### src/sv/smp_pkg.sv
package smp_pkg;

    // Commands carried by the input channel.
    localparam logic [1:0] CMD_SAMPLE = 2'd0;
    localparam logic [1:0] CMD_REG    = 2'd1;
    localparam logic [1:0] CMD_TICK   = 2'd2;

    // Channel register selects.
    localparam logic [3:0] REG_CONTROL = 4'd0;
    localparam logic [3:0] REG_START   = 4'd1;
    localparam logic [3:0] REG_STEP    = 4'd2;
    localparam logic [3:0] REG_STEP_FR = 4'd3;
    localparam logic [3:0] REG_ST_OFF  = 4'd4;
    localparam logic [3:0] REG_LOOP    = 4'd5;
    localparam logic [3:0] REG_END     = 4'd6;
    localparam logic [3:0] REG_VOL_L   = 4'd7;
    localparam logic [3:0] REG_VOL_R   = 4'd8;

    // Control register bit positions.
    localparam int CTL_ACTIVE   = 0;
    localparam int CTL_UNSIGNED = 1;
    localparam int CTL_STEREO   = 2;

    // Loop modes, control bits 4:3.
    localparam logic [1:0] LOOP_NONE  = 2'd0;
    localparam logic [1:0] LOOP_FWD   = 2'd1;
    localparam logic [1:0] LOOP_BIDIR = 2'd2;

    localparam int ACTIVE_RESET = 8;

    typedef enum logic {
        ST_IDLE,
        ST_RUN
    } t_state;

    typedef struct packed {
        logic [4:0]  ctl;
        logic        playing;
        logic        backward;
        logic [15:0] addr;
        logic [15:0] frac;
        logic [15:0] step_whole;
        logic [15:0] step_frac;
        logic [15:0] st_off;
        logic [15:0] loop_start;
        logic [15:0] end_addr;
        logic [5:0]  vol_l;
        logic [5:0]  vol_r;
        logic [7:0]  prev_l;
        logic [7:0]  prev_r;
    } t_chan;

endpackage

### src/sv/smp_cell.sv
module smp_cell (
    input  logic           i_clk,
    input  logic           i_rst_n,
    input  logic           i_shift,
    input  smp_pkg::t_chan i_next,
    input  logic           i_wr,
    input  logic [3:0]     i_sel,
    input  logic [15:0]    i_data,
    output smp_pkg::t_chan o_state
);

    smp_pkg::t_chan r_state;
    smp_pkg::t_chan n_state;

    always_comb begin
        n_state = r_state;
        if (i_shift) begin
            n_state = i_next;
        end else if (i_wr) begin
            case (i_sel)
                smp_pkg::REG_CONTROL: n_state.ctl = i_data[4:0];
                smp_pkg::REG_START: begin
                    n_state.addr     = i_data;
                    n_state.frac     = '0;
                    n_state.prev_l   = '0;
                    n_state.prev_r   = '0;
                    n_state.playing  = 1'b1;
                    n_state.backward = 1'b0;
                end
                smp_pkg::REG_STEP:    n_state.step_whole = i_data;
                smp_pkg::REG_STEP_FR: n_state.step_frac  = i_data;
                smp_pkg::REG_ST_OFF:  n_state.st_off     = i_data;
                smp_pkg::REG_LOOP:    n_state.loop_start = i_data;
                smp_pkg::REG_END:     n_state.end_addr   = i_data;
                smp_pkg::REG_VOL_L:   n_state.vol_l      = i_data[5:0];
                smp_pkg::REG_VOL_R:   n_state.vol_r      = i_data[5:0];
                default: ;
            endcase
        end
    end

    always_ff @(posedge i_clk) begin
        if (!i_rst_n) begin
            r_state <= '0;
        end else begin
            r_state <= n_state;
        end
    end

    assign o_state = r_state;

endmodule

### config.mk
export PLATFORM = sky130hd
export DESIGN_NAME = smp_cell
export DESIGN_NICKNAME = d
export VERILOG_FILES = /design/src/sv/smp_pkg.sv /design/src/sv/smp_cell.sv
export SDC_FILE = /design/constraint.sdc
export NUM_CORES = 1
export LEC_CHECK = 0
export BUFFER_PORTS_ARGS = -buffer_cell sky130_fd_sc_hd__buf_2
export CORE_MARGIN = 2
export CORE_UTILIZATION = 40
export DETAILED_ROUTE_END_ITERATION = 8
export GPL_TIMING_DRIVEN = 0
export PLACE_DENSITY = 0.7
export SLEW_MARGIN = 20
export SYNTH_ARGS = -nofsm -noshare
export SYNTH_HDL_FRONTEND = slang
export SYNTH_SLANG_ARGS = --single-unit
### constraint.sdc
create_clock -name i_clk -period 2.6 [get_ports i_clk]
set_input_delay 0.13 -clock i_clk [delete_from_list [all_inputs] [get_ports i_clk]]
set_output_delay 0.13 -clock i_clk [all_outputs]
set_load 0.01 [all_outputs]
Word level (Yosys, flattened, before mapping)
Index checks and enable logic that the tools add are counted.
{"block": "word_totals", "mem_count": 0, "rom_bits": 0, "regBits": 147, "in_bits": 171, "ramBits": 0, "out_inout_bits": 147, "latch_bits": 0}
{"block": "classes", "mul": 0, "div": 0, "n_shift": 0, "bitwise_logic": 0, "n_eq_ne": 8, "order_cmp": 0, "addsub": 0, "muxes": 12, "n_reduce_logical": 20}
{"op": "$mux W147", "count": 2}
{"op": "$mux W16", "count": 6}
{"op": "$mux W34", "count": 1}
{"op": "$reduce_bool A2 Y1", "count": 10}
{"op": "$reduce_and A2 Y1", "count": 9}
{"op": "$eq A4 B3 Y1 const B", "count": 4}
{"op": "$mux W6", "count": 2}
{"op": "$eq A4 B2 Y1 const B", "count": 2}
{"op": "$mux W5", "count": 1}
{"op": "$eq A4 B1 Y1 const B", "count": 1}
{"op": "$eq A4 B4 Y1 const B", "count": 1}
{"op": "$logic_not A4 Y1", "count": 1}

Depth between registers and ports, before layout
{"block": "logic_depth", "ltp_word": 4, "mapped_depth": 6, "depth_no_buf": 3}

Worst setup path after synthesis
Ideal clock, no wire load.
{"block": "synth_path", "kind": "input-to-reg", "startpoint": "input port i_sel[3]", "endpoint": "register r_state, in the netlist o_state[0]", "required_ns": 2.480, "setup_slack_ns": 1.480, "setup_ns": 0.120, "arrival_time_ns": 1.000, "path_buffers": 2, "cell_stages": 5, "path_cell_list": "or3b_1 buf_2 buf_6 o211ai_2 a21boi_1"}
{"block": "synth_between", "elab_chain_cells": 3}
{"item": "start: declaration", "line": "smp_cell.sv:7", "source": "input logic [3:0] i_sel,"}
{"item": "$eq A4 B1 Y1", "line": "smp_cell.sv:20", "source": "case (i_sel)"}
{"item": "$reduce_bool A2 Y1 (no source line)"}
{"item": "$reduce_and A2 Y1 (no source line)"}
{"item": "end signal: assignment", "line": "smp_cell.sv:46", "source": "r_state <= n_state;"}
{"item": "end: declaration", "line": "smp_cell.sv:12", "source": "smp_pkg::t_chan r_state;"}
No other way between the ends.
A chain may end at the register's enable or synchronous reset.

==> flow_summary.yaml <==
sta:
  slew-limit-headroom: 0.4196
  hold_viol: 0
  tns_ns: 0
  rsz0062_at_grt: "no"
  tightestPinTransition_ns: 0.8707
  period_needed_ns: 1.191
  drv_slew: 0
  layout_worst_path_cycle_share: 0.4581
  fmax_mhz: 839.6
  skew_ns: 0
  whs_ns: 0.001703
  setup_viol: 0
global_routing:
  grt_overflow: 0
  grt_pass1_vias: 7958
  grt_pass1_wl_um: 44240
  grt_usage: 0.3167
  antenna_found_initial: 1
  grt_max_degree: 17
pwr:
  p_clk_frac: 0.427
  swShare: 0.2788
  p_leak_uw: 0.004679
  switchingPower_uw: 1789
  peakVddDrop_mv: 0.4640
  p_per_area_nw_per_um2: 610.3
  p_int_uw: 4628
  pwr-share-comb: 0.184
  power_frac_seq: 0.389
finish:
  fin_nets: 1438
  diodes: 0
  largest_register_ffs: 147
  syn_to_final_growth_pct: 51.89
  drive_gt1_frac: 0.3422
  final_util: 0.6143
routing:
  drtIter0Drc: 817
  antenna_left: 0
  dr_total_vias: 8543
  drt-total-wl_um: 30160
  viasPerCell: 5.676
  drcViolationCount: 0
  detail_route.wl_per_cell_um: 20.04
  firstDrtPassIters: 5
job:
  maxCapViolations: 0
floorplanning:
  initial_core_util: 0.4045
  die_area_um2: 18380
  ioPinCount: 318
  core_um2: 17120
  die_y_um: 135.6
  die_w_um: 135.6
  rows: 48
worst_setup_path:
  arrival_ns: 1.54
  critical_path_class: "input pin to flop"
  crit_path_end_kind: "flop"
  required_ns: 2.95
  cp-start-kind: "input pin"
  crit_fanout: 10
clock_tree:
  cts.sinks: 147
  clkTransAtPathRegs_ns: 0.07
  htreeDepth: 4
  cts_tree: "built"
  cts_buffer_depth: 2
  postCtsHoldBufs: 111
  root_buffer: "clkbuf_16"
  postCtsSetupRepairBufs: 0
  clock_latency_ns: 0.42
  cts_buffers: 17
  cts_resized: 0
yosys:
  async_flop_share: 0
  synthCells: 826
  synth_top_area_cell: "dfxtp_1"
  synth_flop_cell: "dfxtp_1"
  ys_seq_area_frac: 0.4251
  synth_edf_count: 0
  synthTopCellsByArea: "dfxtp_1 43%, o21ai_0 10%, a31oi_1 8.2%"
  yosys.cell_types.count: 31
  avgSynthCellArea_um2: 8.381
  synth_top_area_share: 0.4251
  synth.most_common_cell: "dfxtp_1"
  syn_area_um2: 6923
  yosys_register_bits: 147
  ys_warn_count: 0
  synth_common_cells: "147 x dfxtp_1, 144 x o21ai_0, 93 x a21oi_1, 91 x a31oi_1, 51 x clkbuf_1"
  synthesis.nets: 997
placed_design:
  port_buffers: 310
  place.gp.congestion: 0.8535
  detailed_place_hpwl_um: 20650
outcome:
  status: "complete, no violations"
hold_path:
  hold_path.class: "input pin to flop"
[worst paths after layout]
path / to / start / slack, ns / depth (start not counted)
max: o_state[49]$_SDFFE_PN0P_ / i_rst_n / 1.41 / 5
min reg2reg: o_state[89]$_SDFFE_PN0P_ / o_state[89]$_SDFFE_PN0P_ / 0.45 / 2
min: o_state[96]$_SDFFE_PN0P_ / i_next[96] / 0.002 / 3
max reg2reg: o_state[18]$_SDFFE_PN0P_ / o_state[18]$_SDFFE_PN0P_ / 1.83 / 2
[routing by layer]
metal  track usage  routed length, µm  vias up
li1              -                  -     3941
met1        0.4082              12370     4014
met2        0.5222              14170      486
met3       0.06135               2459      102
met4        0.1256               1158        0
met5             0                  0        -
[stage by stage]
stage	total power (µW)	std cells	cell area, µm²	setup slack (ns)
floorplan	3074	826	6923	1.480
detailed placement	3561	1361	8756	1.056
global route	6613	1505	10520	1.352
global placement	3549	1361	8756	1.080
finish	6417	1505	10520	1.409
CTS	6397	1504	10510	1.473
[area by class of cell]
| cell class | instances | area (µm²) |
|---|---|---|
| fillers | 1492 | 6601 |
| multi-input cells | 574 | 3457 |
| flip-flops and latches | 147 | 2943 |
| repair buffers | 422 | 2673 |
| plain buffers | 104 | 519.2 |
| clock buffers | 18 | 429.2 |
| well taps | 225 | 281.5 |
| clock inverters | 14 | 209.0 |
| inverters | 1 | 3.754 |
[placed cells by master, fill, tap and decap left out, types with 10 or more instances in the layout]
cell,netlist,layout
buf_2,34,344
dfxtp_1,147,147
o21ai_0,144,144
dlygate4sd3_1,0,112
a21oi_1,93,93
a31oi_1,91,91
clkbuf_1,51,52
nand2_1,50,50
o21ai_1,45,45
o211ai_2,33,33
a21boi_1,33,33
clkbuf_16,0,17
mux2i_1,16,16
or2_2,11,11
o211ai_1,10,10
[logic make-up after synthesis]
family	share of synthesized area
simple gates	0.07501
buf+inv	0.07555
mux	0.02313
flops	0.4251
compound gates	0.4012
[power groups by stage]
stage	clock [µW]	sequential [µW]	combinational, µW
global route	2830	2510	1270
global placement	0	2540	1010
finish	2740	2500	1180
CTS	2750	2490	1160
detailed placement	0	2540	1020
floorplan	0	2610	466
[worst max-delay path: stages]
cell      delay (ns)
buf_2           0.27
buf_2           0.40
clkbuf_1        0.36
o21ai_0         0.19
a21oi_1         0.17
Power figures use the tool's default switching activity.
