`src/sv/smp_pkg.sv`:
```
package smp_pkg;

    // Commands carried by the input channel.
    localparam logic [1:0] CMD_SAMPLE = 2'd0;
    localparam logic [1:0] CMD_REG    = 2'd1;
    localparam logic [1:0] CMD_TICK   = 2'd2;

    // Channel register selects.
    localparam logic [3:0] REG_CONTROL = 4'd0;
    localparam logic [3:0] REG_START   = 4'd1;
    localparam logic [3:0] REG_STEP    = 4'd2;
    localparam logic [3:0] REG_STEP_FR = 4'd3;
    localparam logic [3:0] REG_ST_OFF  = 4'd4;
    localparam logic [3:0] REG_LOOP    = 4'd5;
    localparam logic [3:0] REG_END     = 4'd6;
    localparam logic [3:0] REG_VOL_L   = 4'd7;
    localparam logic [3:0] REG_VOL_R   = 4'd8;

    // Control register bit positions.
    localparam int CTL_ACTIVE   = 0;
    localparam int CTL_UNSIGNED = 1;
    localparam int CTL_STEREO   = 2;

    // Loop modes, control bits 4:3.
    localparam logic [1:0] LOOP_NONE  = 2'd0;
    localparam logic [1:0] LOOP_FWD   = 2'd1;
    localparam logic [1:0] LOOP_BIDIR = 2'd2;

    localparam int ACTIVE_RESET = 8;

    typedef enum logic {
        ST_IDLE,
        ST_RUN
    } t_state;

    typedef struct packed {
        logic [4:0]  ctl;
        logic        playing;
        logic        backward;
        logic [15:0] addr;
        logic [15:0] frac;
        logic [15:0] step_whole;
        logic [15:0] step_frac;
        logic [15:0] st_off;
        logic [15:0] loop_start;
        logic [15:0] end_addr;
        logic [5:0]  vol_l;
        logic [5:0]  vol_r;
        logic [7:0]  prev_l;
        logic [7:0]  prev_r;
    } t_chan;

endpackage

```
`src/sv/smp_voice.sv`:
```
module smp_voice #(
    parameter int ACC_W = 26
) (
    input  logic                    i_clk,
    input  logic                    i_rst_n,
    input  logic                    i_clear,
    input  logic                    i_en,
    input  smp_pkg::t_chan          i_chan,
    input  logic [7:0]              i_byte_l,
    input  logic [7:0]              i_byte_r,
    output smp_pkg::t_chan          o_chan,
    output logic signed [ACC_W-1:0] o_acc_l,
    output logic signed [ACC_W-1:0] o_acc_r
);

    logic [7:0]  smp_l;
    logic [7:0]  smp_r;
    logic [16:0] frac_sum;
    logic [16:0] fwd_addr;
    logic [16:0] back_limit;
    logic [1:0]  mode;

    // Stage 2: difference to previous sample and fraction.
    logic              r_p2_en;
    logic signed [8:0] r_p2_dl;
    logic signed [8:0] r_p2_dr;
    logic [7:0]        r_p2_pl;
    logic [7:0]        r_p2_pr;
    logic [7:0]        r_p2_f;
    logic [5:0]        r_p2_vl;
    logic [5:0]        r_p2_vr;
    // Stage 3: interpolated samples.
    logic               r_p3_en;
    logic signed [16:0] r_p3_sl;
    logic signed [16:0] r_p3_sr;
    logic [5:0]         r_p3_vl;
    logic [5:0]         r_p3_vr;
    // Stage 4: scaled samples.
    logic               r_p4_en;
    logic signed [21:0] r_p4_l;
    logic signed [21:0] r_p4_r;
    logic signed [ACC_W-1:0] r_acc_l;
    logic signed [ACC_W-1:0] r_acc_r;

    logic signed [17:0] mul_l;
    logic signed [17:0] mul_r;
    logic signed [17:0] int_l;
    logic signed [17:0] int_r;
    logic signed [23:0] scl_l;
    logic signed [23:0] scl_r;

    assign smp_l = i_byte_l ^ {i_chan.ctl[smp_pkg::CTL_UNSIGNED], 7'b0};
    assign smp_r = i_chan.ctl[smp_pkg::CTL_STEREO]
                 ? (i_byte_r ^ {i_chan.ctl[smp_pkg::CTL_UNSIGNED], 7'b0}) : smp_l;
    assign mode       = i_chan.ctl[4:3];
    assign frac_sum   = {1'b0, i_chan.frac} + {1'b0, i_chan.step_frac};
    assign fwd_addr   = {1'b0, i_chan.addr} + {1'b0, i_chan.step_whole};
    assign back_limit = {1'b0, i_chan.step_whole} + {1'b0, i_chan.loop_start};

    // Position update; on a fraction carry the current samples become the previous ones.
    always_comb begin
        o_chan = i_chan;
        if (i_en) begin
            o_chan.frac = frac_sum[15:0];
            if (frac_sum[16]) begin
                o_chan.prev_l = smp_l;
                o_chan.prev_r = smp_r;
                if (!i_chan.backward) begin
                    if (fwd_addr > {1'b0, i_chan.end_addr}) begin
                        case (mode)
                            smp_pkg::LOOP_FWD: o_chan.addr = i_chan.loop_start;
                            smp_pkg::LOOP_BIDIR: begin
                                o_chan.addr     = i_chan.end_addr;
                                o_chan.backward = 1'b1;
                            end
                            default: o_chan.playing = 1'b0;
                        endcase
                    end else begin
                        o_chan.addr = fwd_addr[15:0];
                    end
                end else begin
                    if ({1'b0, i_chan.addr} < back_limit) begin
                        o_chan.addr     = i_chan.loop_start;
                        o_chan.backward = 1'b0;
                    end else begin
                        o_chan.addr = i_chan.addr - i_chan.step_whole;
                    end
                end
            end
        end
    end

    // prev * (256 - f) + s * f, written as prev * 256 + (s - prev) * f.
    assign mul_l = r_p2_dl * $signed({1'b0, r_p2_f});
    assign mul_r = r_p2_dr * $signed({1'b0, r_p2_f});
    assign int_l = 18'($signed({r_p2_pl, 8'h00})) + mul_l;
    assign int_r = 18'($signed({r_p2_pr, 8'h00})) + mul_r;
    assign scl_l = r_p3_sl * $signed({1'b0, r_p3_vl});
    assign scl_r = r_p3_sr * $signed({1'b0, r_p3_vr});

    always_ff @(posedge i_clk) begin
        r_p2_dl <= $signed({smp_l[7], smp_l}) - $signed({i_chan.prev_l[7], i_chan.prev_l});
        r_p2_dr <= $signed({smp_r[7], smp_r}) - $signed({i_chan.prev_r[7], i_chan.prev_r});
        r_p2_pl <= i_chan.prev_l;
        r_p2_pr <= i_chan.prev_r;
        r_p2_f  <= i_chan.frac[15:8];
        r_p2_vl <= i_chan.vol_l;
        r_p2_vr <= i_chan.vol_r;
        r_p3_sl <= int_l[16:0];
        r_p3_sr <= int_r[16:0];
        r_p3_vl <= r_p2_vl;
        r_p3_vr <= r_p2_vr;
        r_p4_l  <= scl_l[21:0];
        r_p4_r  <= scl_r[21:0];
    end

    always_ff @(posedge i_clk) begin
        if (!i_rst_n) begin
            r_p2_en <= 1'b0;
            r_p3_en <= 1'b0;
            r_p4_en <= 1'b0;
            r_acc_l <= '0;
            r_acc_r <= '0;
        end else begin
            r_p2_en <= i_en;
            r_p3_en <= r_p2_en;
            r_p4_en <= r_p3_en;
            if (i_clear) begin
                r_acc_l <= '0;
                r_acc_r <= '0;
            end else if (r_p4_en) begin
                r_acc_l <= r_acc_l + ACC_W'(r_p4_l);
                r_acc_r <= r_acc_r + ACC_W'(r_p4_r);
            end
        end
    end

    assign o_acc_l = r_acc_l;
    assign o_acc_r = r_acc_r;

endmodule

```
`config.mk`:
```
export PLATFORM = sky130hd
export DESIGN_NAME = smp_voice
export DESIGN_NICKNAME = d
export VERILOG_FILES = /design/src/sv/smp_pkg.sv /design/src/sv/smp_voice.sv
export SDC_FILE = /design/constraint.sdc
export NUM_CORES = 1
export LEC_CHECK = 0
export ABC_AREA = 1
export BUFFER_PORTS_ARGS = -buffer_cell sky130_fd_sc_hd__clkbuf_2
export CAP_MARGIN = 20
export CORE_ASPECT_RATIO = 2
export CORE_MARGIN = 2
export CORE_UTILIZATION = 50
export DETAILED_ROUTE_END_ITERATION = 8
export PLACE_DENSITY = 0.77
export SYNTH_ARGS = -nofsm -noshare
export SYNTH_HDL_FRONTEND = slang
export SYNTH_SLANG_ARGS = --single-unit
```
`constraint.sdc`:
```
create_clock -name i_clk -period 12.9 [get_ports i_clk]
set_input_delay 2.58 -clock i_clk [delete_from_list [all_inputs] [get_ports i_clk]]
set_output_delay 2.58 -clock i_clk [all_outputs]
set_load 0.02 [all_outputs]
```
After elaboration in Yosys (flattened, before gate mapping)

Index checks and enable logic that the tools add are counted.

Register bits after elaboration: 199
Logic and storage cells: 55
Memory bits (read-only): 0
Bits in latches: 0
Bits of input ports: 167
Memories kept: 0
Bits in writable memories: 0

Bitwise operators: 3
Equal/unequal tests: 2
Multiply operators: 4
Divide/modulo/power cells: 0
Reduce and logical (&&, ||, !) cells: 2
Shifts and indexed selects: 0
$lt $le $gt $ge: 2
Muxes and demuxes: 14
$add $sub $neg: 10

Operators by type and width:

| kind                                           | number |
|---|---|
| 2-to-1 mux 16 bit                              | 4 |
| adder 26 x 22 -> 26 bit                        | 2 |
| adder 16 x 16 -> 17 bit                        | 3 |
| multiplier 17 x 7 -> 22 bit                    | 2 |
| adder 16 x 17 -> 17 bit                        | 2 |
| multiplier 9 x 9 -> 17 bit                     | 2 |
| 2-to-1 mux 34 bit                              | 1 |
| one-hot mux 16 bit (2 select lines)            | 1 |
| 2-to-1 mux 18 bit                              | 1 |
| subtractor 8 x 8 -> 9 bit                      | 2 |
| greater-than comparator 17 x 16 -> 1 bit       | 1 |
| less-than comparator 16 x 17 -> 1 bit          | 1 |
| 2-to-1 mux 17 bit                              | 1 |
| subtractor 16 bit                              | 1 |
| bitwise XOR 8 bit                              | 2 |
| 2-to-1 mux 8 bit                               | 1 |
| 2-to-1 mux 1 bit                               | 4 |
| OR reduction 2 bit                             | 2 |
| == test 2 x 1 -> 1 bit (second input constant) | 1 |
| == test 2 bit (second input constant)          | 1 |
| 2-to-1 mux 2 bit                               | 1 |
| inverter 1 bit                                 | 1 |

Depth between registers and ports, before layout

Gate-level depths: netlist (run 1).

Depth in word-level cells: 7
Depth in mapped cells: 28
Mapped depth without buffers: 26

Least setup slack after synthesis (run 1)

No wires, ideal clock.

Path type: input -> output
From: in i_chan[92] (netlist name)
To: out o_chan[131] (netlist name)
Buffers on the path: 1
Setup slack: 4,682 ps
Stages on the path: 25
Arrival time: 5,638 ps
Path through: ha_1 fa_1 nand2_1 nand2_1 nand2_1 nand2_1 a21oi_1 xor2_1 ha_1 nand2_1 inv_1 a21oi_1 nand3_1 nand2_1 nand2_1 nand2_1 nand2_1 nand2_1 nand2_1 nand2_1 clkbuf_1 nand4_1 nand3_1 nor2_1 nor2_1

RTL lines:

| item               | line            | RTL |
|---|---|---|
| start: declaration | smp_voice.sv:8  | `input smp_pkg::t_chan i_chan,` |
| end: declaration   | smp_voice.sv:11 | `output smp_pkg::t_chan o_chan,` |

==> results of run 1 <==
==> flip-flops by register name, summed over array words and instances (netlist names), 8 cells and up <==
name	flops
r_p4_r	22
r_p3_sl	17
r_p3_sr	17
r_p4_l	22
o_acc_r	26
r_p2_dr	9
o_acc_l	26
r_p2_f	8
r_p2_pl	8
r_p2_dl	9
r_p2_pr	8
==> per-stage QoR <==
step	area [um2]	util, %	setup slack, ns	hold WS, ns	instances
after floorplan	27280	-	4.682	0.3096	3805
after global placement	28670	52.89	3.294	0.3114	4615
after detailed placement	28670	52.89	3.256	0.3144	4615
after CTS	29230	53.92	3.214	0.3302	4647
after global routing	29260	53.98	2.678	0.3285	4655
final	29260	53.99	3.025	0.3224	4656
==> cells in the mapped netlist, drive strengths merged <==
master,n
nand3,118
nand3b,4
a21boi,7
a22o,1
clkinv,3
o2111ai,1
nor4,1
fa,272
clkbuf,76
and3,2
and2,4
ha,320
a221oi,2
inv,888
nor3,31
nor3b,2
o211a,2
a21o,15
a31oi,16
or2,6
a31o,4
a211oi,8
nand2,790
o21a,2
o21bai,14
o221ai,5
a21oi,198
o211ai,15
nor2,267
xor2,112
o31ai,6
o21ai,176
xnor2,66
buf,128
nand4,44
dfxtp,199
==> worst max-delay path, delay by kind of cell <==
kind            cells  cell delay (ns)
xor+xnor            1             0.12
fa+ha+maj           3             1.00
simple gates       20             3.02
buf+inv             2             0.34
compound gates      1             0.20
==> cell families (layout without fill, tap and decap cells) <==
| group | after synthesis | after routing |
|---|---|---|
| flops | 199 | 199 |
| buf+inv | 1095 | 1262 |
| compound gates | 472 | 472 |
| simple gates | 1269 | 1269 |
| fa+ha+maj | 592 | 592 |
| xor+xnor | 178 | 178 |
| other cells | 0 | 8 |
==> path summary, 6_finish.rpt <==
| path | endpoint | from | cells after the start | slack [ns] |
|---|---|---|---|---|
| setup / recovery | o_chan[129] | i_chan[92] | 27 | 3.02 |
| hold / removal | r_p3_vr[4]$_DFF_P_ | r_p2_vr[4]$_DFF_P_ | 0 | 0.32 |
| setup reg to reg | r_p3_sr[16]$_DFF_P_ | r_p2_f[0]$_DFF_P_ | 18 | 7.31 |
| hold reg to reg | r_p3_vr[4]$_DFF_P_ | r_p2_vr[4]$_DFF_P_ | 0 | 0.32 |
==> area by class of cell <==
cell class	instances	area, um2
antenna	8	20.02
sequential	199	3985
timing repair buffer	339	1724
inverter	891	3344
tap	676	845.8
multi-input combinational	2511	18780
fill	5254	24940
clock inverter	15	135.1
clock buffer	17	425.4
==> per-layer routing <==
metal,track usage (%),routed length [um],up-vias
met5,0,0,-
met4,21.35,6649,0
met3,4.095,4153,334
met2,53.89,41680,949
met1,25.63,25720,11510
li1,-,-,11830
==> summary.txt, run 1 <==
Outcome = complete, no violations
Slew @ Worst Pin = 0.8755 ns
Core Area = 54200 um2
Clock transition at path regs = 0.07 ns
Syn_nets = 4564
DRT Pass-1 Iters = 5
CTS H-tree lvls = 4
Dominant cells by area after synthesis = fa_1, ha_1, dfxtp_1
Share of layout cells above drive strength 1 = 9.844%
Final net count = 4718
RePlAce Congestion = 1.045
Initial Utilization = 50.33%
Mux contribution to synthesized area = 0%
Slew Viols, Final = 0
Worst setup SP type = input pin
Number of max-cap violations = 0
Number of vias per cell = 5.287
First-pass GRT wire length = 124400 um
CTS Sinks = 199
Number of CTS-inserted buffers = 17
Min Tclk post-route = 9.875 ns
GRT Util Overall = 27.91%
Die area = 56550 um2
Vias post-DR = 24620
CTS tree = done
Post-Synth Simple-Gate Area = 18.80%
Root buffer cell = clkbuf_16
Initial DRC Count = 1252
CTS max path bufs = 2
Worst min-delay path class = reg2reg
Peak Freq = 0.1013 GHz
Commonest non-fill, non-tap cell in the layout = inv_1
Compound-cell area share of the yosys netlist = 9.702%
Congestion Overflow GR = 0
Die Wd = 169.2 um
Synth Warn # = 0
Unique masters post-synth = 49
Synth Area in Adders = 34.64%
CP max FO = 18
Setup bufs post-CTS = 0
Critical path class = in2out
Fin crit share = 76.55%
Setup Skew = 0.01595 ns
I/O pin count = 366
PortBufs = 331
Rel. slew slack = 41.02%
Crit path required time = 10.32 ns
Post-synth top area cell = fa_1
Largest net degree at the start of global routing = 73
Die H = 334.3 um
Post-synthesis average cell area = 7.169 um2
Routed wire per std cell = 16.80 um
Flops & latches, synth = 199
Post_cts resized = 0
Critical path's slowest cell = nand2_2
Post-CTS Hold Buffers = 0
Synth Area in XOR/XNOR = 5.716%
RSZ-0062 raised after global routing = false
Post-synth top area share = 19.96%
TNS Setup = 0 ns
CP arrival = 7.30 ns
Seq/Total Area, Yosys = 14.61%
Post-Syn Instances = 3805
Post-DP HPWL = 66380 um
Area Overhead vs Synth = 7.280%
Initial antenna violation count = 8
Later-pin clock latency in the skew report = 0.48 ns
Synth Cell Area = 27280 um2
Largest family of logic cells by synthesized area = adder cells
Slowest stage delay, CP = 0.57 ns
DRT Wirelength = 78210 um
DRC violations left = 0
Setup Viol. Count Final = 0
# rows = 121
Final Hold Fails = 0
Setup crit end kind = output pin
Crit path top cell by count = nand2_1
ANT nets after route = 0
Vias in the first global route = 25560
Most frequent cells in the layout = inv_1, nand2_1, clkbuf_2
Power of run 1 is left out: the tool's default activity adds up to more than one toggle a clock period on the data nets, which glitch-free logic cannot reach.
==> run 2: changes to the inputs <==
clock period = 9.3 ns   (was 12.9 ns; I/O delays follow)
==> run 2 against run 1 <==
  * Clock skew is 0.0048 ns lower
  * First-iteration DRC count down 1.0%
  * Register-to-register slack worse by 3.6 ns
  * Final area hardly changed
  * Utilization barely moved
  * Sequential share of layout area about the same
  * Die area unchanged
==> summary.txt, run 2 (same netlist as run 1, synthesis figures left out) <==
Worst setup SP type = input pin
Die H = 334.3 um
Fin crit share = 90.72%
ANT nets after route = 0
Worst min-delay path class = reg2reg
Critical path buffers and inverters = 2
Congestion Overflow GR = 0
Area Overhead vs Synth = 7.358%
Multi-input gate area = 18780 um2
Peak Freq = 0.1185 GHz
CTS max path bufs = 2
Die area = 56550 um2
First-pass GRT wire length = 124200 um
RePlAce Congestion = 1.024
Slew @ Worst Pin = 0.8754 ns
GRT Util Overall = 27.97%
Slew Viols, Final = 0
Min Tclk post-route = 8.437 ns
Initial Utilization = 50.33%
Number of CTS-inserted buffers = 17
Top delay family on crit path = simple AND/OR/NAND/NOR gates
Post-CTS Hold Buffers = 0
Setup Viol. Count Final = 0
CTS H-tree lvls = 4
Routed wire per std cell = 16.83 um
RSZ-0062 raised after global routing = false
Most frequent cells in the layout = inv_1, nand2_1, clkbuf_2
Post_cts resized = 0
Initial DRC Count = 1239
Final net count = 4721
Number of max-cap violations = 0
Setup bufs post-CTS = 0
CTS tree = done
TNS Setup = 0 ns
Cell breakdown of the critical path = clkbuf_2 -> ha_1 -> nand3_1 -> nand2_1 -> a21boi_0 -> o21ai_0 -> a21boi_0 -> o21ai_0 -> xnor2_1 -> ha_1 -> nand2_1 -> nor2_1 -> a211oi_1 -> nor3_1 -> nor2_1 -> nand3_2 -> nor2_1 -> nor2_1 -> nor2_1 -> nor2_1 -> clkbuf_2
DRT Wirelength = 78390 um
Cells after DPL = 4618
Rel. slew slack = 41.51%
Vias in the first global route = 25200
Largest net degree at the start of global routing = 72
CTS Sinks = 199
Commonest non-fill, non-tap cell in the layout = inv_1
Die Wd = 169.2 um
Clock transition at path regs = 0.08 ns
Post-DP HPWL = 66860 um
Core Area = 54200 um2
Setup crit end kind = output pin
Initial antenna violation count = 9
Critical path's slowest cell = nand3_2
# rows = 121
Slowest stage delay, CP = 0.60 ns
DRT Pass-1 Iters = 5
Crit path required time = 7.44 ns
Number of vias per cell = 5.256
Root buffer cell = clkbuf_16
PortBufs = 331
CP arrival = 6.58 ns
Vias post-DR = 24490
Final Hold Fails = 0
Share of layout cells above drive strength 1 = 9.887%
Critical path class = in2out
Filler-free cell count of the finished design = 4659
Outcome = complete, no violations
DRC violations left = 0
Register area = 3985 um2
I/O pin count = 366
Fillers = 5267
Crit path top cell by count = nor2_1
Later-pin clock latency in the skew report = 0.48 ns
Setup Skew = 0.01111 ns
CP max FO = 32
-- run 2: metal layers --
metal  GRT usage (%)  wire length, um
met5               0               13
met4           20.55             6353
met3           4.402             4025
met2           54.32            42190
met1           25.57            25810
-- run 2: final timing paths --
| path | startpoint | to | slack (ns) | cells past startpoint |
|---|---|---|---|---|
| worst max-delay path | i_chan[46] | o_chan[138] | 0.86 | 21 |
| worst min-delay path | r_p2_vr[4]$_DFF_P_ | r_p3_vr[4]$_DFF_P_ | 0.32 | 0 |
| worst max register to register | r_p2_f[0]$_DFF_P_ | r_p3_sr[16]$_DFF_P_ | 3.69 | 18 |
| worst min register to register | r_p2_vr[4]$_DFF_P_ | r_p3_vr[4]$_DFF_P_ | 0.32 | 0 |
-- run 2: area by class of cell --
| cell class | count | area share (%) |
|---|---|---|
| Multi-Input combinational cell | 2511 | 64.14 |
| Inverter | 891 | 11.42 |
| Timing Repair Buffer | 342 | 5.965 |
| Clock inverter | 14 | 0.4444 |
| Tap cell | 676 | 2.888 |
| Clock buffer | 18 | 1.466 |
| Antenna cell | 8 | 0.06836 |
| Sequential cell | 199 | 13.61 |
-- run 2: worst reg2reg max path, cell delays in order, from the launching register on --
cell and delay [ns]:
dfxtp_1 0.81, nand2_1 0.29, fa_1 0.81, fa_1 0.48, inv_1 0.10, fa_1 0.42
fa_1 0.50, inv_1 0.05, fa_1 0.47, inv_1 0.05, ha_1 0.33, a21oi_1 0.14
o21ai_0 0.09, nor2_1 0.18, o21ai_0 0.17, a21oi_1 0.16, nor2_1 0.05, nor2_1 0.10
xor2_1 0.30
-- run 2: metrics by stage --
step / utilization (%) / instance area, um2 / worst slack [ns] / hold WS [ns]
2_1_floorplan: - / 27280 / 2.522 / 0.3096
3_3_place_gp: 52.93 / 28690 / 1.124 / 0.3112
3_5_place_dp: 52.93 / 28690 / 1.024 / 0.3121
4_1_cts: 53.96 / 29250 / 1.019 / 0.3226
5_1_grt: 54.03 / 29280 / 0.5963 / 0.3268
6_report: 54.03 / 29280 / 0.8632 / 0.3191
Power of run 2 is left out for the same reason.
