<file path="src/sv/smp_mix.sv">
module smp_mix #(
    parameter int ACC_W = 26
) (
    input  logic                    i_clk,
    input  logic                    i_load,
    input  logic signed [ACC_W-1:0] i_acc,
    output logic [15:0]             o_level
);

    localparam logic signed [ACC_W-1:0] SAT_HI = ACC_W'(32767);
    localparam logic signed [ACC_W-1:0] SAT_LO = -ACC_W'(32768);

    logic signed [ACC_W-1:0] shifted;
    logic [15:0]             sat;
    logic [15:0]             r_level;

    // Floor shift by 6, clamp to 16 bits, then flip the sign for offset binary.
    always_comb begin
        shifted = i_acc >>> 6;
        if (shifted > SAT_HI) begin
            sat = 16'h7FFF;
        end else if (shifted < SAT_LO) begin
            sat = 16'h8000;
        end else begin
            sat = shifted[15:0];
        end
    end

    always_ff @(posedge i_clk) begin
        if (i_load) begin
            r_level <= {~sat[15], sat[14:0]};
        end
    end

    assign o_level = r_level;

endmodule

</file>
<file path="config.mk">
export PLATFORM = sky130hd
export DESIGN_NAME = smp_mix
export DESIGN_NICKNAME = d
export VERILOG_FILES = /design/src/sv/smp_mix.sv
export SDC_FILE = /design/constraint.sdc
export NUM_CORES = 1
export LEC_CHECK = 0
export BUFFER_PORTS_ARGS = -buffer_cell sky130_fd_sc_hd__buf_2
export CORE_MARGIN = 2
export CORE_UTILIZATION = 40
export DETAILED_ROUTE_END_ITERATION = 16
export HOLD_SLACK_MARGIN = 0.08
export PLACE_DENSITY = 0.7
export SYNTH_ARGS = -nofsm -noshare
export SYNTH_HDL_FRONTEND = slang
export SYNTH_SLANG_ARGS = --single-unit
</file>
<file path="constraint.sdc">
create_clock -name i_clk -period 1.5 [get_ports i_clk]
set_clock_uncertainty 0.2 [all_clocks]
set_input_delay 0.15 -clock i_clk [delete_from_list [all_inputs] [get_ports i_clk]]
set_output_delay 0.15 -clock i_clk [all_outputs]
set_load 0.05 [all_outputs]
</file>
Word-level counts from Yosys, hierarchy flattened. Cells that the tools add are included.

Order comparisons: 2. Mux-type cells: 2. Bitwise gates (word level): 1.

Operator list (count): $mux W16 (2); $gt A20 B16 Y1 const B (1); $lt A20 B16 Y1 const B (1); $not A1 Y1 (1).

Register bits after elaboration: 16. Input port bits: 28. Output and inout port bits: 16. Word-level logic and storage cells: 7.

Logic depth before layout (Yosys ltp). Gate-level depths: netlist of run 1.

Depth in word-level cells: 4. Depth in mapped cells: 4. Gate-level depth less buffers: 2.

Worst setup path after synthesis of run 1. Ideal clock, no wire load.

Path type: input to register. Start: input port i_acc[21]. End: register r_level[0], in the netlist o_level[0], data pin. Library setup time: 267 ps. Arrival time: 778 ps. Required time: 1033 ps. Slack: 256 ps. Stages on the path: 4. Path buffers: 2. Cell sequence: buf_4 -> nor3_4 -> buf_6 -> a221oi_2.

Longest elaborated chain between the ends: 2. Elaborated cells between the ends (all ways): 3. Classes of those cells: 2 x order compare; 1 x mux.

RTL lines: from (decl) (line 6) `input logic signed [ACC_W-1:0] i_acc,`; $lt A20 B16 Y1 (line 22) `end else if (shifted < SAT_LO) begin`; $mux W16 (line 22); to (signal assigned) (line 31) `r_level <= {~sat[15], sat[14:0]};`; to (decl) (line 15) `logic [15:0] r_level;`.

Several ways; a longest one is shown, not always the timed one. A chain may end at the register's enable or synchronous reset.

Worst setup path after layout of run 1.
Start: register r_level[5], in the netlist o_level[5]. End: output port o_level[5].

RTL lines: to (decl) (line 7) `output logic [15:0] o_level`.

No word-level cell between the ends.

==> results of run 1 <==
-- path summary, 6_finish.rpt --
path | end | start | slack, ns | cells past startpoint
min | o_level[1]$_SDFFCE_PN1P_ | i_acc[25] | 0.09 | 2
max | o_level[5] | o_level[5]$_SDFFCE_PN1P_ | 0.26 | 1
-- kinds of logic after synthesis --
group                  share of synthesized area
flip-flops                                 0.505
AND/OR/NAND/NOR                            0.189
buffers and inverters                      0.101
AO/OA/AOI/OAI                              0.204
-- Yosys cell counts --
cell / number / area, um2
inv_1: 1 / 3.75
nand4_1: 15 / 93.8
edfxtp_1: 16 / 480
nor2b_4: 1 / 13.8
buf_4: 8 / 60.1
a221oi_2: 10 / 150
nor2_1: 15 / 56.3
nor3_4: 1 / 16.3
a221oi_1: 5 / 43.8
buf_2: 2 / 10.0
buf_6: 2 / 22.5
-- per-stage QoR --
step,hold slack [ns],setup slack [ns],power (W),instance area [um2],util
3_3_place_gp,0.369,0.120,0.000886,1120,0.500
3_5_place_dp,0.366,0.103,0.000894,1120,0.500
5_1_grt,0.0846,0.210,0.00115,1140,0.510
2_1_floorplan,0.0625,0.256,0.000815,951,-
4_1_cts,0.0809,0.234,0.00110,1140,0.510
6_report,0.0933,0.256,0.00109,1140,0.510
-- metal layers --
metal | global-route usage | wire (um) | up-vias
li1 | - | - | 377
met1 | 0.204 | 808 | 369
met2 | 0.265 | 1020 | 30
met3 | 0.0257 | 137 | 2
met4 | 0.0513 | 19 | 0
met5 | 0 | 0 | -
-- power breakdown --
group,internal (W),switching (W)
registers,0.000539,0.00000864
logic,0.0000892,0.000246
clock network,0.0000927,0.000118
-- layout by cell type, fill, tap and decap left out --
cell,synthesis,final
a221oi_1,5,5
a221oi_2,10,10
buf_2,2,37
buf_4,8,5
clkbuf_4,0,3
edfxtp_1,16,16
inv_1,1,1
nand4_1,15,15
nor2_1,15,15
nor2b_4,1,1
nor3_4,1,1
-- area by class of cell --
| cell class | instances | area share |
|---|---|---|
| inverter | 1 | 0.00330 |
| tap | 28 | 0.0308 |
| sequential | 16 | 0.422 |
| timing repair buffer | 42 | 0.196 |
| multi-input combinational | 47 | 0.329 |
| clock buffer | 3 | 0.0198 |
==> metrics.md, run 1 <==
| Metric | Value |
|---|---|
| Crit path kind | reg2out |
| Fill cells | 212 |
| Layout cells sized above 1 | 0.523 |
| Die Ht | 52.8 um |
| Wirelength per Cell | 14.5 um |
| Mapped Area | 951 um2 |
| CTS tree | yes |
| Max-Cap Viols | 0 |
| Total negative slack | 0 ns |
| CP delay by family, top | flip-flops |
| Syn. warnings | 0 |
| Crit-path cells | buf_2 |
| Vias | 778 |
| Crit. End Element | primary output |
| Crit share post-route | 0.829 |
| Clock root buffer | clkbuf_4 |
| Period minus WS final | 1.24 ns |
| Clock-pin slew on the worst setup and hold paths | 0.09 ns |
| Gr usage total | 0.157 |
| Post-synthesis to final-layout area growth | 19.7% |
| Post-synthesis sequential area ratio | 0.505 |
| Worst VDD drop | 0.416 mV |
| CP max stage delay | 0.36 ns |
| Vias in the first global route | 723 |
| H-tree levels | 1 |
| Max FO, Critical Path | 1 |
| Vias per cell | 5.68 |
| Die footprint | 2780 um2 |
| Post-CTS Hold Fix Bufs | 0 |
| Num CTS Buffers | 3 |
| Clk sinks | 16 |
| Endpoints failing hold | 0 |
| CP Data Required Time | 1.15 ns |
| FF+latch area | 480 um2 |
| Buf/Inv on CP | 1 |
| Non-Filler Instances | 137 |
| Outcome | finished, final reports clean |
| Routed WL | 1.99 mm |
| Rel. slew slack | 0.695 |
| Routability-driven placement congestion ratio | 0.774 |
| Core area | 2230 um2 |
| Row cnt | 17 |
| WP data arrival | 0.89 ns |
| Residual DRC | 0 |
| IO Pins | 44 |
| CTS max path bufs | 2 |
| Max-slew violation count | 0 |
| Hpwl dp | 1.45 mm |
| Global-route wire length before repair | 3.20 mm |
| Synthesized flop and latch total | 16 |
| Cells after Synth | 76 |
| Max FFs per register | 16 |
| Drt first pass iters | 4 |
| Power Density | 960 nW/um2 |
| Fmax | 804 MHz |
| Actual slew at the worst max-slew pin | 0.456 ns |
| Post-CTS Setup Bufs | 0 |
| Final #Nets | 139 |
| Worst Setup Start Kind | register |
| RSZ-0062 raised after global routing | false |
| Final setup viols | 0 |
| Distinct cell type count after synthesis | 11 |
| CTS resizes | 0 |
| Slowest-stage cell, CP | edfxtp_1 |
| Hold Path Class | in2reg |
| Initial DRC Count | 22 |
| Largest net degree at the start of global routing | 17 |
| Inst Count DP | 134 |
| Syn Area/Cell | 12.5 um2 |
| Total gr overflow | 0 |
| Area of the multi-input gates | 374 um2 |
| Ant. Diodes | 0 |
| Lkg Pwr | 0.439 nW |
| Antenna-violating nets left | 0 |
| Post-Syn Nets | 104 |
| Initial core utilization | 0.426 |
| Die W | 52.8 um |
| Port Buf Inserts | 37 |
| Initial antenna violation count | 0 |
(Power assumes the default switching activity.)
==> inputs of run 2 (changes only) <==
Clock period 1.5 ns to 1.2 ns, I/O delays scaled along.
==> run 2 against run 1 <==
Against the previous run: sequential cell count stayed put; core utilization up 14 points; setup slack worse by 0.24 ns; sequential power increased by 27%; critical path depth unchanged; via count up 9.0%; critical endpoint is now o_level[7]; highest routed layer unchanged.
==> metrics.md, run 2 (synthesis gave the netlist of run 1 again) <==
| Metric | Value |
|---|---|
| Max FO, Critical Path | 1 (unchanged) |
| Endpoints failing hold | 0 (unchanged) |
| Drt first pass iters | 6 (was 4) |
| Inst Count DP | 141 (was 134) |
| Gr usage total | 0.175 (was 0.157) |
| Fmax | 846 MHz |
| Total gr overflow | 0 (unchanged) |
| Post-CTS Setup Bufs | 0 (unchanged) |
| Hold Path Class | in2reg (unchanged) |
| Worst VDD drop | 0.609 mV (was 0.416 mV) |
| CP max stage delay | 0.40 ns (was 0.36 ns) |
| Crit path kind | reg2out (unchanged) |
| Die Ht | 52.8 um (unchanged) |
| Clock root buffer | clkbuf_4 (unchanged) |
| Slowest-stage cell, CP | edfxtp_1 (unchanged) |
| Final setup viols | 0 (unchanged) |
| Crit share post-route | 0.985 |
| Flop pwr share | 0.456 (was 0.501) |
| Routability-driven placement congestion ratio | 0.804 (was 0.774) |
| Outcome | finished, final reports clean (unchanged) |
| Initial core utilization | 0.426 (unchanged) |
| Crit. End Element | primary output (unchanged) |
| Final Util | 0.646 (was 0.510) |
| Residual DRC | 0 (unchanged) |
| Net Sw Frac | 0.336 (was 0.341) |
| Post-CTS Hold Fix Bufs | 14 (was 0) |
| Largest net degree at the start of global routing | 17 (unchanged) |
| Die footprint | 2780 um2 (unchanged) |
| Area of the multi-input gates | 393 um2 (was 374 um2) |
| Antenna-violating nets left | 0 (unchanged) |
| Clk pwr share | 0.190 (was 0.193) |
| Clock-pin slew on the worst setup and hold paths | 0.10 ns (was 0.09 ns) |
| Clk sinks | 16 (unchanged) |
| CP Data Required Time | 0.88 ns (was 1.15 ns) |
| Actual slew at the worst max-slew pin | 0.359 ns (was 0.456 ns) |
| Global-route wire length before repair | 3.54 mm (was 3.20 mm) |
| Worst Setup Start Kind | register (unchanged) |
| Rel. slew slack | 0.761 (was 0.695) |
| FF+latch area | 480 um2 (unchanged) |
| Max-Cap Viols | 0 (unchanged) |
| Num CTS Buffers | 3 (unchanged) |
| Post-synthesis to final-layout area growth | 51.7% (was 19.7%) |
| Commonest cells after routing, fill and taps aside | edfxtp_1, nor2_1, nand4_1, a221oi_2, buf_4 (was buf_2, edfxtp_1, nor2_1, nand4_1, a221oi_2) |
| Row cnt | 17 (unchanged) |
| Initial DRC Count | 15 (was 22) |
| Fill cells | 172 (was 212) |
| Initial antenna violation count | 0 (unchanged) |
| P_int | 0.00101 W (was 0.000721 W) |
| WP data arrival | 0.86 ns (was 0.89 ns) |
| Period minus WS final | 1.18 ns |
| CP delay by family, top | flip-flops (unchanged) |
| Most common cell after layout, fill and taps aside | edfxtp_1 (was buf_2) |
| H-tree levels | 1 (unchanged) |
| Vias per cell | 5.69 (was 5.68) |
| Crit-path cells | buf_6 (was buf_2) |
| Max FFs per register | 16 (unchanged) |
| Non-Filler Instances | 149 (was 137) |
| Lkg Pwr | 0.571 nW (was 0.439 nW) |
| Layout cells sized above 1 | 0.471 (was 0.523) |
| Vias in the first global route | 811 (was 723) |
| Hpwl dp | 1.55 mm (was 1.45 mm) |
| IO Pins | 44 (unchanged) |
| Port Buf Inserts | 37 (unchanged) |
| Core area | 2230 um2 (unchanged) |
| Vias | 848 (was 778) |
| CTS tree | yes (unchanged) |
| Min Hold Slack | 0.0562 ns (was 0.0933 ns) |
| Buf/Inv on CP | 1 (unchanged) |
| RSZ-0062 raised after global routing | true (was false) |
| Total negative slack | 0 ns (unchanged) |
| Power Density | 1050 nW/um2 (was 960 nW/um2) |
| Routed WL | 2.24 mm (was 1.99 mm) |
| Wirelength per Cell | 15.0 um (was 14.5 um) |
| Part of the power in combinational logic | 0.354 (was 0.306) |
| CTS max path bufs | 2 (unchanged) |
| Max-slew violation count | 0 (unchanged) |
| Ant. Diodes | 0 (unchanged) |
| Die W | 52.8 um (unchanged) |
| Final #Nets | 150 (was 139) |
| Net Switching | 0.000511 W (was 0.000372 W) |
==> run 2: cell types whose count changed in the layout (fill, tap and decap cells not counted), moves of 4 or more <==
cell	previous run	this run
buf_12	0	4
buf_2	37	11
buf_4	5	13
buf_6	0	11
dlygate4sd3_1	0	11
==> run 2: worst paths after layout <==
check                                    start                  endpoint  slack (ns)  cells past startpoint
worst max-delay path  o_level[7]$_SDFFCE_PN1P_                o_level[7]        0.02                      1
worst min-delay path                    i_load  o_level[9]$_SDFFCE_PN1P_        0.06                      1
==> run 2: power by group through the flow <==
stage               Combinational, W  Clock (W)  Sequential [W]
global route                0.000568   0.000316        0.000698
finish                      0.000539   0.000289        0.000694
floorplan                   0.000140          0        0.000880
CTS                         0.000508   0.000297        0.000686
global placement            0.000451          0        0.000694
detailed placement          0.000459          0        0.000697
==> run 2: cell type report <==
type | count | share of cell area
timing repair buffer | 53 | 0.350
sequential | 16 | 0.333
multi-input combinational | 47 | 0.272
tap | 28 | 0.0243
clock buffer | 3 | 0.0156
clock inverter | 1 | 0.00260
inverter | 1 | 0.00260
==> run 2: per-stage QoR <==
step	power, W	instance area (um2)	setup WS, ns
finish	0.00152	1440	0.0178
global route	0.00158	1440	-0.0182
CTS	0.00149	1410	0.00578
detailed placement	0.00116	1220	-0.0216
global placement	0.00115	1220	-0.00519
floorplan	0.00102	958	0.000520
==> run 2: layer usage <==
layer | vias to the layer above | track usage | wire, um
met5 | - | 0 | 0
met4 | 0 | 0.0769 | 36
met3 | 4 | 0.00857 | 170
met2 | 49 | 0.285 | 1040
met1 | 394 | 0.240 | 988
li1 | 401 | - | -
==> run 2: timing repair <==
item                                    4_1_cts  5_1_grt
endpoints found under the setup margin        6       27
gates resized for setup                       8       35
hold endpoints to repair                     32       17
pin swaps                                     0       18
==> inputs of run 3 (changes only) <==
Settings changed: SETUP_SLACK_MARGIN set to 0.5.
==> run 3 against run 2 <==
Against the previous run: cell area rose by 7.7%; first-iteration DRC count rose by 6.7%; cell count rose by 0.67%; hold slack improved by 0.0025 ns; fmax rose by 0.25%.
==> metrics.md, run 3 (synthesis gave the netlist of run 1 again) <==
| Metric | Value |
|---|---|
| Die Ht | 52.8 um (unchanged) |
| Met2 routed WL | 1.41 mm (was 1.04 mm) |
| Layout cells sized above 1 | 0.615 (was 0.471) |
| Vias in the first global route | 844 (was 811) |
| Final #Nets | 151 (was 150) |
| Crit share post-route | 0.983 (was 0.985) |
| Crit-path cells | buf_6 (unchanged) |
| Hold depth | 3 (was 1) |
| Most common cell after layout, fill and taps aside | buf_6 (was edfxtp_1) |
| RSZ-0062 raised after global routing | true (unchanged) |
| Actual slew at the worst max-slew pin | 0.361 ns (was 0.359 ns) |
| Met3 wire length | 162 um (was 170 um) |
| Wirelength per Cell | 17.1 um (was 15.0 um) |
| Commonest cells after routing, fill and taps aside | buf_6, buf_2, edfxtp_1, nor2_1, nand4_1 (was edfxtp_1, nor2_1, nand4_1, a221oi_2, buf_4) |
| Clock-pin slew on the worst setup and hold paths | 0.10 ns (about the same) |
| CTS max path bufs | 2 (unchanged) |
| Routability-driven placement congestion ratio | 0.786 (was 0.804) |
| Period minus WS final | 1.18 ns (about the same) |
| IO Pins | 44 (unchanged) |
| Top Metal Used | met4 (unchanged) |
| Port Buf Inserts | 37 (unchanged) |
| Initial DRC Count | 16 (was 15) |
| CP Data Required Time | 0.88 ns (about the same) |
| Non-Filler Instances | 150 (was 149) |
| Max FFs per register | 16 (unchanged) |
| Total gr overflow | 0 (unchanged) |
| Slowest-stage cell, CP | edfxtp_1 (unchanged) |
| Min Hold Slack | 0.0587 ns (was 0.0562 ns) |
| Area post-placement | 1190 um2 (was 1220 um2) |
| Initial core utilization | 0.426 (unchanged) |
| Crit path kind | reg2out (unchanged) |
| Global-route wire length before repair | 4.01 mm (was 3.54 mm) |
| Vias | 877 (was 848) |
| Fmax | 848 MHz (was 846 MHz) |
| Lkg Pwr | 0.581 nW (was 0.571 nW) |
| Worst VDD drop | 0.602 mV (was 0.609 mV) |
| Max FO, Critical Path | 1 (unchanged) |
| Initial antenna violation count | 0 (unchanged) |
| Inst Count DP | 140 (was 141) |
| Max-slew violation count | 0 (unchanged) |
| Post-synthesis to final-layout area growth | 63.4% (was 51.7%) |
| Hold Path Class | in2reg (unchanged) |
| H-tree levels | 1 (unchanged) |
| Hpwl dp | 1.52 mm (was 1.55 mm) |
| Largest net degree at the start of global routing | 17 (unchanged) |
| CTS tree | yes (unchanged) |
| Ant. Diodes | 0 (unchanged) |
| Drt first pass iters | 4 (was 6) |
| Clk sinks | 16 (unchanged) |
| Gr usage total | 0.198 (was 0.175) |
| Worst setup margin | 0.0207 ns (was 0.0178 ns) |
| Post-route cell area | 1550 um2 (was 1440 um2) |
| Die footprint | 2780 um2 (unchanged) |
| Residual DRC | 0 (unchanged) |
| CP delay by family, top | flip-flops (unchanged) |
| Buf/Inv on CP | 1 (unchanged) |
| Worst hold start | i_acc[10] (was i_load) |
| Core area | 2230 um2 (unchanged) |
| Rel. slew slack | 0.759 (was 0.761) |
| Clock root buffer | clkbuf_4 (unchanged) |
| Pre-CTS WS | -0.0206 ns (was -0.0216 ns) |
| Die W | 52.8 um (unchanged) |
| Outcome | finished, final reports clean (unchanged) |
| Worst Setup Start Kind | register (unchanged) |
| Max-Cap Viols | 0 (unchanged) |
| M1 WL | 952 um (was 988 um) |
| Power Density | 1020 nW/um2 (was 1050 nW/um2) |
| Antenna-violating nets left | 0 (unchanged) |
| Final setup viols | 0 (unchanged) |
| Endpoints failing hold | 0 (unchanged) |
| Vias per cell | 5.85 (was 5.69) |
| CP max stage delay | 0.41 ns (was 0.40 ns) |
| Row cnt | 17 (unchanged) |
| Num CTS Buffers | 3 (unchanged) |
| Crit. End Element | primary output (unchanged) |
| Routed WL | 2.56 mm (was 2.24 mm) |
| Hold EP | o_level[4]$_SDFFCE_PN1P_ (was o_level[9]$_SDFFCE_PN1P_) |
| WP data arrival | 0.86 ns (about the same) |
run 3: cell count changes in the layout (fill, tap and decap cells not counted):
cell	change
a221oi_1	-2
buf_2	+6
a221oi_4	+8
inv_2	+1
inv_1	-1
buf_16	+1
buf_6	+15
dlymetal6s4s_1	-3
dlygate4sd3_1	-11
buf_4	-6
buf_12	-2
a221oi_2	-6
buf_8	+1
run 3: how the worst max path moves through the flow:
| stage | start | end | slack, ns | cells after the start |
|---|---|---|---|---|
| global route | o_level[0]$_SDFFCE_PN1P_ | o_level[0] | -0.01 | 1 |
| global placement | i_acc[21] | o_level[3]$_SDFFCE_PN1P_ | 0.004 | 4 |
| finish | o_level[0]$_SDFFCE_PN1P_ | o_level[0] | 0.02 | 1 |
| CTS | o_level[1]$_SDFFCE_PN1P_ | o_level[1] | 0.02 | 1 |
| floorplan | i_acc[21] | o_level[0]$_SDFFCE_PN1P_ | 0.006 | 4 |
| detailed placement | i_acc[22] | o_level[12]$_SDFFCE_PN1P_ | -0.02 | 4 |
run 3: timing repair:
item                                   in CTS  in global routing
setup endpoints to repair                  31                 31
cloned                                      2                  0
pin swaps                                   2                  6
endpoints found under the hold margin      31                 23
setup buffers                               3                  1
gates resized for setup                    51                 12
run 3: area by class of cell:
type / count / area, um2
Sequential cell: 16 / 480
Tap cell: 28 / 35.0
Inverter: 1 / 3.75
Fill cell: 169 / 679
Clock buffer: 3 / 22.5
Clock inverter: 1 / 3.75
Timing Repair Buffer: 54 / 513
Multi-Input combinational cell: 47 / 495
run 3: where the power goes:
group,internal (W),leakage [nW],switching (W)
Sequential,0.000675,0.156,0.0000219
Combinational,0.000245,0.410,0.000357
Clock,0.000121,0.0154,0.000169
Total,0.00104,0.581,0.000547
run 3: routing by layer:
layer	vias up	GRT usage
met5	-	0
li1	403	-
met4	0	0.0855
met1	432	0.245
met2	36	0.333
met3	6	0.0371
run 3: through the flow:
step	power [W]	setup TNS [ns]	util
2_1_floorplan	0.00103	0	-
3_3_place_gp	0.00113	0	0.531
3_5_place_dp	0.00114	-0.0557	0.531
4_1_cts	0.00154	0	0.646
5_1_grt	0.00165	-0.0529	0.696
6_report	0.00159	0	0.696
